$ cat config.mk
export PLATFORM = sky130hd
export DESIGN_NAME = calibration_table_interpolator_unit_flat
export DESIGN_NICKNAME = d
export VERILOG_FILES = /design/src/ctii_pkg.sv /design/src/ctii_req_if.sv /design/src/ctii_rsp_if.sv /design/src/calibration_table_interpolator_unit.sv /design/src/ctii_cell.sv /design/src/ctii_div.sv /design/src/flat_wrapper.sv
export SDC_FILE = /design/constraint.sdc
export NUM_CORES = 2
export LEC_CHECK = 0
export ABC_AREA = 1
export BUFFER_PORTS_ARGS = -buffer_cell sky130_fd_sc_hd__buf_2
export CAP_MARGIN = 15
export CORE_MARGIN = 3
export CORE_UTILIZATION = 68
export CTS_CLUSTER_DIAMETER = 200
export DETAILED_ROUTE_END_ITERATION = 10
export HOLD_SLACK_MARGIN = 0.05
export MAX_ROUTING_LAYER = met4
export PLACE_DENSITY = 0.88
export REMOVE_ABC_BUFFERS = 1
export SETUP_SLACK_MARGIN = 0.15
export SLEW_MARGIN = 0
export SYNTH_ARGS = -nofsm -noshare
export SYNTH_HDL_FRONTEND = slang
export SYNTH_SLANG_ARGS = --single-unit
$ cat constraint.sdc
create_clock -name clk -period 271.1 [get_ports clk]
set_input_delay 54.22 -clock clk [delete_from_list [all_inputs] [get_ports clk]]
set_output_delay 54.22 -clock clk [all_outputs]
set_load 0.1 [all_outputs]
$ cat src/ctii_pkg.sv
// ----------------------------------------------------------------------------
// ctii_pkg
// Shared widths, codes and helpers of the calibration table interpolator.
// ----------------------------------------------------------------------------
package ctii_pkg;

	localparam int CMD_W   = 2;
	localparam int POS_W   = 21;
	localparam int VOLT_W  = 25;
	localparam int STAT_W  = 2;
	localparam int CNT_W   = 7;
	localparam int DP_W    = POS_W + 1;          // key/position difference
	localparam int DV_W    = VOLT_W + 1;         // voltage difference
	localparam int PROD_W  = DP_W + DV_W;        // signed product
	localparam int MAG_W   = PROD_W - 1;         // product magnitude
	localparam int SUM_W   = PROD_W + 2;         // v_lo + quotient

	localparam logic signed [SUM_W-1:0] VOLT_LIM = SUM_W'(10000000);

	typedef logic [CMD_W-1:0]         cmd_t;
	typedef logic signed [POS_W-1:0]  pos_t;
	typedef logic signed [VOLT_W-1:0] volt_t;
	typedef logic [STAT_W-1:0]        stat_t;
	typedef logic [CNT_W-1:0]         cnt_t;

	localparam cmd_t CMD_QUERY   = 2'd0;
	localparam cmd_t CMD_RESTART = 2'd1;
	localparam cmd_t CMD_APPEND  = 2'd2;

	localparam stat_t STAT_OK     = 2'd0;
	localparam stat_t STAT_REJECT = 2'd1;
	localparam stat_t STAT_SAT    = 2'd2;

	typedef enum logic [2:0] {
		ST_IDLE,
		ST_SCAN,
		ST_EVAL,
		ST_MUL,
		ST_DIVS,
		ST_DIV,
		ST_FIN,
		ST_DONE
	} state_t;

	typedef struct packed {
		volt_t volt;
		stat_t stat;
	} sat_t;

	function automatic sat_t saturate(input logic signed [SUM_W-1:0] x);
		sat_t r;
		if (x > VOLT_LIM) begin
			r.volt = VOLT_W'(VOLT_LIM);
			r.stat = STAT_SAT;
		end else if (x < -VOLT_LIM) begin
			r.volt = VOLT_W'(-VOLT_LIM);
			r.stat = STAT_SAT;
		end else begin
			r.volt = VOLT_W'(x);
			r.stat = STAT_OK;
		end
		return r;
	endfunction

endpackage

$ cat src/ctii_req_if.sv
// ----------------------------------------------------------------------------
// ctii_req_if
// Request channel: command, position and entry voltage.
// ----------------------------------------------------------------------------
interface ctii_req_if;
	logic            valid;
	logic            ready;
	ctii_pkg::cmd_t  cmd;
	ctii_pkg::pos_t  position;
	ctii_pkg::volt_t entry_voltage;

	modport source (output valid, cmd, position, entry_voltage, input ready);
	modport sink   (input valid, cmd, position, entry_voltage, output ready);
endinterface

$ cat src/ctii_rsp_if.sv
// ----------------------------------------------------------------------------
// ctii_rsp_if
// Response channel: voltage, status and entry count.
// ----------------------------------------------------------------------------
interface ctii_rsp_if;
	logic            valid;
	logic            ready;
	ctii_pkg::volt_t voltage;
	ctii_pkg::stat_t status;
	ctii_pkg::cnt_t  entry_count;

	modport source (output valid, voltage, status, entry_count, input ready);
	modport sink   (input valid, voltage, status, entry_count, output ready);
endinterface

$ cat src/calibration_table_interpolator_unit.sv
// ----------------------------------------------------------------------------
// calibration_table_interpolator_unit
// Piecewise linear calibration lookup over a rotating chain of table cells.
// ----------------------------------------------------------------------------
// Usage:
//  req carries one item: cmd (query / restart table / append entry), a
//  position in 0.01 um and, for loads, an entry voltage in uV. rsp returns
//  one item per request: voltage (zero for loads), status and entry count.
//  The table lives in a ring of TABLE_DEPTH cells. Every item rotates the
//  ring once; the entry passing cell 0 is inspected, and a load substitutes
//  its entry there as the ring closes.
//  Loads, exact hits and clamped queries finish after the ring walk;
//  interpolated queries add a multiply, a bit-serial divide and the final add.
//  The ring walk and the divider set the rate; one item is in work at once,
//  req.ready is high only in idle.
//  Reset: the table holds a single entry (0, 0). Entry 0 reads as zero
//  until the first rotation writes it back.
//  A finished item sits in the rsp register; while rsp is stalled the next
//  item can be accepted and worked on, and it waits until the register frees.
// ----------------------------------------------------------------------------
module calibration_table_interpolator_unit #(
	parameter int TABLE_DEPTH = 64
) (
	input  logic       clk,
	input  logic       arst_n,
	ctii_req_if.sink   req,
	ctii_rsp_if.source rsp
);
	import ctii_pkg::*;

	localparam int IW = (TABLE_DEPTH > 1) ? $clog2(TABLE_DEPTH) : 1;
	localparam int NW = $clog2(TABLE_DEPTH + 1);

	state_t state_q, state_d;

	// item context
	cmd_t  cmd_q;
	pos_t  pos_q;
	volt_t ev_q;

	// ring control
	logic [IW-1:0] j_q;
	logic [NW-1:0] n_q;
	logic          init_q;
	logic          scan_end;
	logic          in_range;
	logic          write_now;

	// ring wiring
	pos_t  key_w  [TABLE_DEPTH];
	volt_t volt_w [TABLE_DEPTH];
	pos_t  head_key,  tail_key;
	volt_t head_volt, tail_volt;

	// scan results
	pos_t  k0_q, prevk_q, lastk_q, klo_q, khi_q;
	volt_t v0_q, prevv_q, vlo_q, vhi_q, mv_q;
	logic  match_q, found_q, appended_q;

	// arithmetic
	logic signed [PROD_W-1:0] prod_q;
	logic signed [DP_W-1:0]   dk_q;
	logic                     neg_q;
	logic [MAG_W-1:0]         quo;
	logic                     div_done;
	logic                     div_start;
	logic signed [DP_W-1:0]   dk_c;
	logic [MAG_W-1:0]         num_mag;
	logic [DP_W-1:0]          den_mag;
	logic signed [SUM_W-1:0]  sum_c;
	sat_t                     sat_c;
	sat_t                     sat_e;

	// result and output register
	volt_t res_volt_q;
	stat_t res_stat_q;
	logic  out_valid_q;
	volt_t out_volt_q;
	stat_t out_stat_q;
	cnt_t  out_cnt_q;
	logic  out_free;

	// ------------------------------------------------------------------ ring
	assign head_key  = (j_q == '0 && !init_q) ? '0 : key_w[0];
	assign head_volt = (j_q == '0 && !init_q) ? '0 : volt_w[0];
	assign in_range  = NW'(j_q) < n_q;
	assign scan_end  = j_q == IW'(TABLE_DEPTH - 1);

	// restart lands on entry 0, an append just past the last entry
	assign write_now = (state_q == ST_SCAN) &&
		(((cmd_q == CMD_RESTART) && (j_q == '0)) ||
		 ((cmd_q == CMD_APPEND) && (NW'(j_q) == n_q) && (pos_q > lastk_q)));

	assign tail_key  = write_now ? pos_q : head_key;
	assign tail_volt = write_now ? ev_q  : head_volt;

	for (genvar i = 0; i < TABLE_DEPTH; i++) begin : g_cell
		if (i == TABLE_DEPTH - 1) begin : g_tail
			ctii_cell u_cell (
				.clk    (clk),
				.shift  (state_q == ST_SCAN),
				.d_key  (tail_key),
				.d_volt (tail_volt),
				.q_key  (key_w[i]),
				.q_volt (volt_w[i])
			);
		end else begin : g_mid
			ctii_cell u_cell (
				.clk    (clk),
				.shift  (state_q == ST_SCAN),
				.d_key  (key_w[i+1]),
				.d_volt (volt_w[i+1]),
				.q_key  (key_w[i]),
				.q_volt (volt_w[i])
			);
		end
	end

	// ---------------------------------------------------------- arithmetic
	assign dk_c    = (dk_q == '0) ? DP_W'(1) : dk_q;
	assign num_mag = prod_q[PROD_W-1] ? MAG_W'(-prod_q) : MAG_W'(prod_q);
	assign den_mag = dk_c[DP_W-1] ? DP_W'(-dk_c) : DP_W'(dk_c);
	assign div_start = state_q == ST_DIVS;

	ctii_div u_div (
		.clk    (clk),
		.arst_n (arst_n),
		.start  (div_start),
		.num    (num_mag),
		.den    (den_mag),
		.quo    (quo),
		.done   (div_done)
	);

	// truncation toward zero: apply the sign to the magnitude quotient
	assign sum_c = SUM_W'(vlo_q) +
		(neg_q ? -SUM_W'({1'b0, quo}) : SUM_W'({1'b0, quo}));
	assign sat_c = saturate(sum_c);

	// exact hit or clamp to the first entry
	assign sat_e = saturate(SUM_W'(match_q ? mv_q : v0_q));

	assign out_free = !out_valid_q || rsp.ready;

	// --------------------------------------------------------------- control
	always_ff @(posedge clk or negedge arst_n) begin
		if (!arst_n) begin
			state_q <= ST_IDLE;
		end else begin
			state_q <= state_d;
		end
	end

	always_comb begin
		state_d   = state_q;
		req.ready = 1'b0;
		case (state_q)
			ST_IDLE: begin
				req.ready = 1'b1;
				if (req.valid) state_d = ST_SCAN;
			end
			ST_SCAN: begin
				if (scan_end) state_d = ST_EVAL;
			end
			ST_EVAL: begin
				if (cmd_q == CMD_QUERY && !match_q && n_q >= NW'(2) && !(pos_q < k0_q))
					state_d = ST_MUL;
				else
					state_d = ST_DONE;
			end
			ST_MUL:  state_d = ST_DIVS;
			ST_DIVS: state_d = ST_DIV;
			ST_DIV: begin
				if (div_done) state_d = ST_FIN;
			end
			ST_FIN:  state_d = ST_DONE;
			ST_DONE: begin
				if (out_free) state_d = ST_IDLE;
			end
			default: state_d = ST_IDLE;
		endcase
	end

	always_ff @(posedge clk or negedge arst_n) begin
		if (!arst_n) begin
			j_q         <= '0;
			n_q         <= NW'(1);
			init_q      <= 1'b0;
			match_q     <= 1'b0;
			found_q     <= 1'b0;
			appended_q  <= 1'b0;
			out_valid_q <= 1'b0;
		end else begin
			if (state_q == ST_IDLE && req.valid) begin
				j_q        <= '0;
				match_q    <= 1'b0;
				found_q    <= 1'b0;
				appended_q <= 1'b0;
			end
			if (state_q == ST_SCAN) begin
				j_q    <= j_q + 1'b1;
				init_q <= 1'b1;
				if (in_range && head_key == pos_q) match_q <= 1'b1;
				if (in_range && j_q != '0 && !found_q &&
				    (head_key > pos_q || NW'(j_q) == n_q - 1'b1))
					found_q <= 1'b1;
				if (write_now && cmd_q == CMD_APPEND) appended_q <= 1'b1;
			end
			if (state_q == ST_EVAL) begin
				if (cmd_q == CMD_RESTART) n_q <= NW'(1);
				else if (appended_q)     n_q <= n_q + 1'b1;
			end
			if (state_q == ST_DONE && out_free) begin
				out_valid_q <= 1'b1;
			end else if (rsp.ready) begin
				out_valid_q <= 1'b0;
			end
		end
	end

	// --------------------------------------------------------------- datapath
	always_ff @(posedge clk) begin
		if (state_q == ST_IDLE && req.valid) begin
			cmd_q <= req.cmd;
			pos_q <= req.position;
			ev_q  <= req.entry_voltage;
		end
		if (state_q == ST_SCAN) begin
			prevk_q <= head_key;
			prevv_q <= head_volt;
			if (j_q == '0) begin
				k0_q <= head_key;
				v0_q <= head_volt;
			end
			if (in_range && NW'(j_q) == n_q - 1'b1) lastk_q <= head_key;
			if (in_range && head_key == pos_q) mv_q <= head_volt;
			if (in_range && j_q != '0 && !found_q &&
			    (head_key > pos_q || NW'(j_q) == n_q - 1'b1)) begin
				klo_q <= prevk_q;
				vlo_q <= prevv_q;
				khi_q <= head_key;
				vhi_q <= head_volt;
			end
		end
		if (state_q == ST_EVAL) begin
			res_volt_q <= '0;
			res_stat_q <= STAT_OK;
			if (cmd_q == CMD_APPEND && !appended_q) begin
				res_stat_q <= STAT_REJECT;
			end else if (cmd_q == CMD_QUERY) begin
				res_volt_q <= sat_e.volt;
				res_stat_q <= sat_e.stat;
			end
		end
		if (state_q == ST_MUL) begin
			prod_q <= PROD_W'(DV_W'(vhi_q) - DV_W'(vlo_q)) *
			          PROD_W'(DP_W'(pos_q) - DP_W'(klo_q));
			dk_q   <= DP_W'(khi_q) - DP_W'(klo_q);
		end
		if (state_q == ST_DIVS) begin
			neg_q <= prod_q[PROD_W-1] ^ dk_c[DP_W-1];
		end
		if (state_q == ST_FIN) begin
			res_volt_q <= sat_c.volt;
			res_stat_q <= sat_c.stat;
		end
		if (state_q == ST_DONE && out_free) begin
			out_volt_q <= res_volt_q;
			out_stat_q <= res_stat_q;
			out_cnt_q  <= CNT_W'(n_q);
		end
	end

	assign rsp.valid       = out_valid_q;
	assign rsp.voltage     = out_volt_q;
	assign rsp.status      = out_stat_q;
	assign rsp.entry_count = out_cnt_q;
endmodule

$ cat src/ctii_cell.sv
// ----------------------------------------------------------------------------
// ctii_cell
// One table entry of the rotating chain; takes its neighbor's entry on shift.
// ----------------------------------------------------------------------------
module ctii_cell (
	input  logic            clk,
	input  logic            shift,
	input  ctii_pkg::pos_t  d_key,
	input  ctii_pkg::volt_t d_volt,
	output ctii_pkg::pos_t  q_key,
	output ctii_pkg::volt_t q_volt
);
	import ctii_pkg::*;

	pos_t  key_q;
	volt_t volt_q;

	always_ff @(posedge clk) begin
		if (shift) begin
			key_q  <= d_key;
			volt_q <= d_volt;
		end
	end

	assign q_key  = key_q;
	assign q_volt = volt_q;
endmodule

$ cat src/ctii_div.sv
// ----------------------------------------------------------------------------
// ctii_div
// Restoring unsigned divider, one quotient bit per cycle.
// ----------------------------------------------------------------------------
module ctii_div (
	input  logic                         clk,
	input  logic                         arst_n,
	input  logic                         start,
	input  logic [ctii_pkg::MAG_W-1:0]   num,
	input  logic [ctii_pkg::DP_W-1:0]    den,
	output logic [ctii_pkg::MAG_W-1:0]   quo,
	output logic                         done
);
	import ctii_pkg::*;

	localparam int CW = $clog2(MAG_W + 1);

	logic [DP_W:0]    rem_q;
	logic [MAG_W-1:0] quo_q;
	logic [DP_W-1:0]  den_q;
	logic [CW-1:0]    cnt_q;
	logic             busy_q;
	logic             done_q;
	logic [DP_W:0]    rem_sh;
	logic             ge;

	assign rem_sh = {rem_q[DP_W-1:0], quo_q[MAG_W-1]};
	assign ge     = rem_sh >= {1'b0, den_q};

	always_ff @(posedge clk or negedge arst_n) begin
		if (!arst_n) begin
			busy_q <= 1'b0;
			done_q <= 1'b0;
			cnt_q  <= '0;
		end else begin
			done_q <= 1'b0;
			if (start) begin
				busy_q <= 1'b1;
				cnt_q  <= CW'(MAG_W);
			end else if (busy_q) begin
				cnt_q <= cnt_q - 1'b1;
				if (cnt_q == CW'(1)) begin
					busy_q <= 1'b0;
					done_q <= 1'b1;
				end
			end
		end
	end

	always_ff @(posedge clk) begin
		if (start) begin
			rem_q <= '0;
			quo_q <= num;
			den_q <= den;
		end else if (busy_q) begin
			rem_q <= ge ? rem_sh - {1'b0, den_q} : rem_sh;
			quo_q <= {quo_q[MAG_W-2:0], ge};
		end
	end

	assign quo  = quo_q;
	assign done = done_q;
endmodule
$ cat src/flat_wrapper.sv
// flat-port wrapper written by rule: the top's interface ports become plain ports
module calibration_table_interpolator_unit_flat import ctii_pkg::*;
#(
	parameter int TABLE_DEPTH = 64
)
  (clk, arst_n, req_valid, req_cmd, req_position, req_entry_voltage, req_ready, rsp_valid, rsp_voltage, rsp_status, rsp_entry_count, rsp_ready);
  ctii_req_if req_i ();
  ctii_rsp_if rsp_i ();
  input  logic clk;
  input  logic arst_n;
  input wire logic [$bits(req_i.valid)-1:0] req_valid;
  input wire logic [$bits(req_i.cmd)-1:0] req_cmd;
  input wire logic [$bits(req_i.position)-1:0] req_position;
  input wire logic [$bits(req_i.entry_voltage)-1:0] req_entry_voltage;
  output wire logic [$bits(req_i.ready)-1:0] req_ready;
  output wire logic [$bits(rsp_i.valid)-1:0] rsp_valid;
  output wire logic [$bits(rsp_i.voltage)-1:0] rsp_voltage;
  output wire logic [$bits(rsp_i.status)-1:0] rsp_status;
  output wire logic [$bits(rsp_i.entry_count)-1:0] rsp_entry_count;
  input wire logic [$bits(rsp_i.ready)-1:0] rsp_ready;
  assign req_i.valid = req_valid;
  assign req_i.cmd = req_cmd;
  assign req_i.position = req_position;
  assign req_i.entry_voltage = req_entry_voltage;
  assign req_ready = req_i.ready;
  assign rsp_valid = rsp_i.valid;
  assign rsp_voltage = rsp_i.voltage;
  assign rsp_status = rsp_i.status;
  assign rsp_entry_count = rsp_i.entry_count;
  assign rsp_i.ready = rsp_ready;
  calibration_table_interpolator_unit #(.TABLE_DEPTH(TABLE_DEPTH)) u_core (.clk(clk), .arst_n(arst_n), .req(req_i), .rsp(rsp_i));
endmodule
==> reports/results.tsv, run 1 <==
metric	value	unit
CTS H-Tree Depth	5	
initial core utilization	68.8	%
Mapped Cells	9290	
yosys warns	0	
Synth area leader	edfxtp_1	
Synth top area share	72.5	%
Fail Step	5_1_grt	
initial antenna violation count	117	
# IOs	88	
RD Place Congestion	0.982	
FP Rows	166	
stop err	[ERROR GRT-0232] Routing congestion too high. Check the congestion heatmap in the GUI.	
CTS Buffer Depth	4	
pre-CTS setup slack	215.39	ns
GRT Total Usage	55.1	%
Top FF cell, synth	edfxtp_1	
setup bufs post-CTS	0	
Yosys reg bits	3474	
HPWL after detailed placement	229000	um
Seq/Total Area, Yosys	73.3	%
Root Buffer	clkbuf_16	
Post-synth EDFFs	3423	
hold_buf cts	0	
area of the mapped netlist	142000	um^2
count of cell types in the netlist	65	
largest cells by area after synthesis	edfxtp_1, fa_1, nand2_1	
status	did not finish	
pin count of the biggest net entering global routing	204	
Die X	463	um
Remaining Overflow, GRT	37	
Async SR Flop Fraction	0.835	%
Die Y	463	um
I/O Buffers	87	
CTS resizes	0	
TritonCTS Sinks	3474	
synthesized area per cell	15.3	um^2
CTS Buf Count	333	
-- logic make-up after synthesis --
family                   Yosys count  share of synthesized area [%]
buffers and inverters           1425                           3.85
AO/OA/AOI/OAI                    649                           2.57
AND/OR/NAND/NOR                 2561                           7.35
multiplexers                       7                         0.0521
XOR/XNOR                         228                           1.41
flip-flops                      3474                           73.3
adder cells (fa/ha/maj)          946                           11.4
-- stage by stage --
| step | cell area [um^2] | hold slack (ns) | std cells | util (%) |
|---|---|---|---|---|
| floorplan | 141000 | 0.400 | 9152 | - |
| global placement | 146000 | 0.400 | 12100 | 70.8 |
| detailed placement | 146000 | 0.405 | 12100 | 70.9 |
| CTS | 157000 | 0.366 | 12700 | 76.0 |
-- per-layer routing --
layer  track usage, %  overflow
met5                -         -
met4             41.1        12
met3             40.0         7
met2             70.0        11
met1             58.0         7
-- cell usage after synthesis (20+ instances only) --
master / n
xnor2_1: 86
o21ai_1: 32
fa_1: 586
dfxtp_1: 22
o21a_1: 24
a31oi_1: 34
nor4_1: 31
nand2_1: 1587
xor2_1: 142
nor3_1: 67
edfxtp_1: 3423
clkbuf_1: 98
inv_1: 1271
nand4_1: 57
or2_2: 20
a21oi_1: 255
dfrtp_1: 28
o21ai_0: 202
o21bai_1: 20
nand3_1: 157
buf_2: 22
nor2_1: 573
ha_1: 360
==> inputs of run 2 (changes only) <==
--- a/config.mk
+++ b/config.mk
@@ -9,14 +9,10 @@
 export BUFFER_PORTS_ARGS = -buffer_cell sky130_fd_sc_hd__buf_2
 export CAP_MARGIN = 15
 export CORE_MARGIN = 3
-export CORE_UTILIZATION = 68
-export CTS_CLUSTER_DIAMETER = 200
+export CORE_UTILIZATION = 40
 export DETAILED_ROUTE_END_ITERATION = 10
-export HOLD_SLACK_MARGIN = 0.05
-export MAX_ROUTING_LAYER = met4
-export PLACE_DENSITY = 0.88
+export PLACE_DENSITY_LB_ADDON = 0.15
 export REMOVE_ABC_BUFFERS = 1
-export SETUP_SLACK_MARGIN = 0.15
 export SLEW_MARGIN = 0
 export SYNTH_ARGS = -nofsm -noshare
 export SYNTH_HDL_FRONTEND = slang
==> run 2 against run 1 <==
Against the previous run:
- the flow now finishes without violations
- synthesized cell count is the same
- synthesized area stayed put
==> reports/results.tsv, run 2 <==
metric	value	unit	change
switch share	19.0	%	
TritonRoute pass-1 iters	5		
Die Y	601	um	+30%
Yosys reg bits	3474		unchanged
maximum capacitance violations	0		
CTS Buffer Depth	4		unchanged
pwr dens	6.63	nW/um^2	
Fill cells	30600		
via count	70500		
antenna viol nets, final	0		
yosys warns	0		unchanged
fmax	0.0177	GHz	
Psw	201	uW	
crit-path max FO	7		
worst ir drop on vdd	0.00000650	V	
CTS resizes	0		unchanged
FF+latch area	104000	um^2	
Core Area	351000	um^2	
Sequential Power Share	54.7	%	
CTS Buf Count	355		+6.6%
vias in the first global route	72600		
final WL	299000	um	
RSZ-0062 raised after global routing	no		
first-pass GRT wire length	453000	um	
routed wire length per instance	20.3	um	
clk_lat worst skew	0.96	ns	
Slew Viols, Final	0		
most frequent cells in the layout	edfxtp_1, nand2_1, inv_1, fa_1, nor2_1		
routed vias/inst	4.80		
power share of the combinational group	0	%	
status	completed		
cell depth of the worst hold path	0		
P_int	860	uW	
Critical Path AT	2.35	ns	
setup ws final	214.53	ns	
final setup vio count	0		
Mapped Cells	9290		unchanged
post-route setup TNS	0	ns	
period utilization	20.9	%	
CTS H-Tree Depth	5		unchanged
Register-to-Register Path Depth	33		
Largest register FFs	1575		
multi-input logic area	32600	um^2	
Leak	0.0638	uW	
Synth area leader	edfxtp_1		
hold_buf cts	0		unchanged
crit start category	flop		
CTS tree	yes		
Worst Hold Class	flop to flop		
Async SR Flop Fraction	0.835	%	unchanged
hold path endpoint	u_core.g_cell[38].g_mid.u_cell.q_volt[4]		
pre-CTS setup slack	215.35	ns	-0.0410 ns
final clock skew	0.115	ns	
HPWL after detailed placement	203000	um	-11%
area grow syn2layout	13.0	%	
Worst R2R Setup Slack	260.41	ns	
1st-iter DRT viols	5847		
worst-margin pin slew	1.24	ns	
reg-to-reg startpoint	u_core.vlo_q[1]		
RD Place Congestion	0.885		-9.9%
clock slew at reported path FFs	0.06	ns	
commonest non-fill, non-tap cell in the layout	edfxtp_1		
Hold Fails Final Rpt	0		
Top FF cell, synth	edfxtp_1		
Seq/Total Area, Yosys	73.3	%	unchanged
Worst slew margin	16.7	%	
count of cell types in the netlist	65		unchanged
largest cells by area after synthesis	edfxtp_1, fa_1, nand2_1		
Die Footprint	362000	um^2	
Die X	601	um	+30%
GRT Total Usage	16.4	%	
FP Rows	217		+31%
Root Buffer	clkbuf_16		
most frequent cell after synthesis	edfxtp_1		
Remaining Overflow, GRT	0		
TritonCTS Sinks	3474		unchanged
initial antenna violation count	10		
kind of critical path	flop to primary output		
CP startpoint	u_core.state_q[2]		
initial core utilization	40.4	%	-28 points
Final nets	10700		
pin count of the biggest net entering global routing	195		
Critical Path End Type	primary output		
area of the mapped netlist	142000	um^2	unchanged
layout cells sized above 1	7.77	%	
Residual DRC	0		
Synth top area share	72.5	%	unchanged
most frequent cells after synthesis	edfxtp_1, nand2_1, inv_1		
I/O Buffers	87		unchanged
Clk pwr share	45.2	%	
# IOs	88		unchanged
Worst Path Required	216.88	ns	
Post-synth EDFFs	3423		unchanged
setup bufs post-CTS	0		unchanged
fin crit period	56.57	ns	
Hold Crit Start	u_core.g_cell[39].g_mid.u_cell.q_volt[4]		
RR Endpoint	u_core.prod_q[40]		
synthesized area per cell	15.3	um^2	unchanged
## run 2: cell counts after synthesis
No cell type changed its count.
## run 2: how the worst max path moves through the flow
stage | cells past startpoint | to
2_1_floorplan | 5 | u_core.mv_q[0]
3_3_place_gp | 7 | u_core.j_q[5]
3_5_place_dp | 4 | u_core.ev_q[12]
4_1_cts | 2 | req_ready
5_1_grt | 2 | req_ready
6_report | 2 | req_ready
## run 2: critical path: stages (launching register included)
cell,delay [ns]
dfrtp_1,0.50
nor3_1,0.43
buf_2,0.53
## run 2: layer usage
metal	GRT usage, %	routed length (um)
met3	2.81	15100
met5	0	46
met1	23.7	139000
met4	5.61	10000
met2	25.2	135000
## run 2: kinds of logic after synthesis
kind of cell / after synthesis / synth area share, %
compound gates: 649 / 2.57
xor+xnor: 228 / 1.41
fa+ha+maj: 946 / 11.4
buf+inv: 1425 / 3.85
flops: 3474 / 73.3
mux: 7 / 0.0521
simple gates: 2561 / 7.35
## run 2: stage by stage
step           utilization [%]  hold WS (ns)  total power (uW)  cells  area, um^2
6_report                  45.6         0.372              1060  14700      160000
5_1_grt                   45.6         0.376              1100  14700      160000
4_1_cts                   45.6         0.356              1080  14700      160000
3_5_place_dp              42.3         0.405               593  14100      149000
3_3_place_gp              42.3         0.400               593  14100      149000
2_1_floorplan                -         0.400               592   9152      141000
## run 2: area by class of cell
type	instances	area share, %
antenna	4	0.00625
clock buffer	444	5.80
clock inverter	195	1.43
inverter	1287	3.02
multi-input combinational	4391	20.3
sequential	3474	64.9
tap	4708	3.68
timing repair buffer	191	0.806
## run 2: power groups by stage
stage	clock network (uW)	logic [uW]	registers [uW]
3_5_place_dp	0	0.484	592
6_report	480	0.472	581
4_1_cts	499	0.484	581
3_3_place_gp	0	0.465	592
5_1_grt	521	0.551	580
2_1_floorplan	0	0.0264	592
Note: power is estimated with default switching activity, not from simulation.
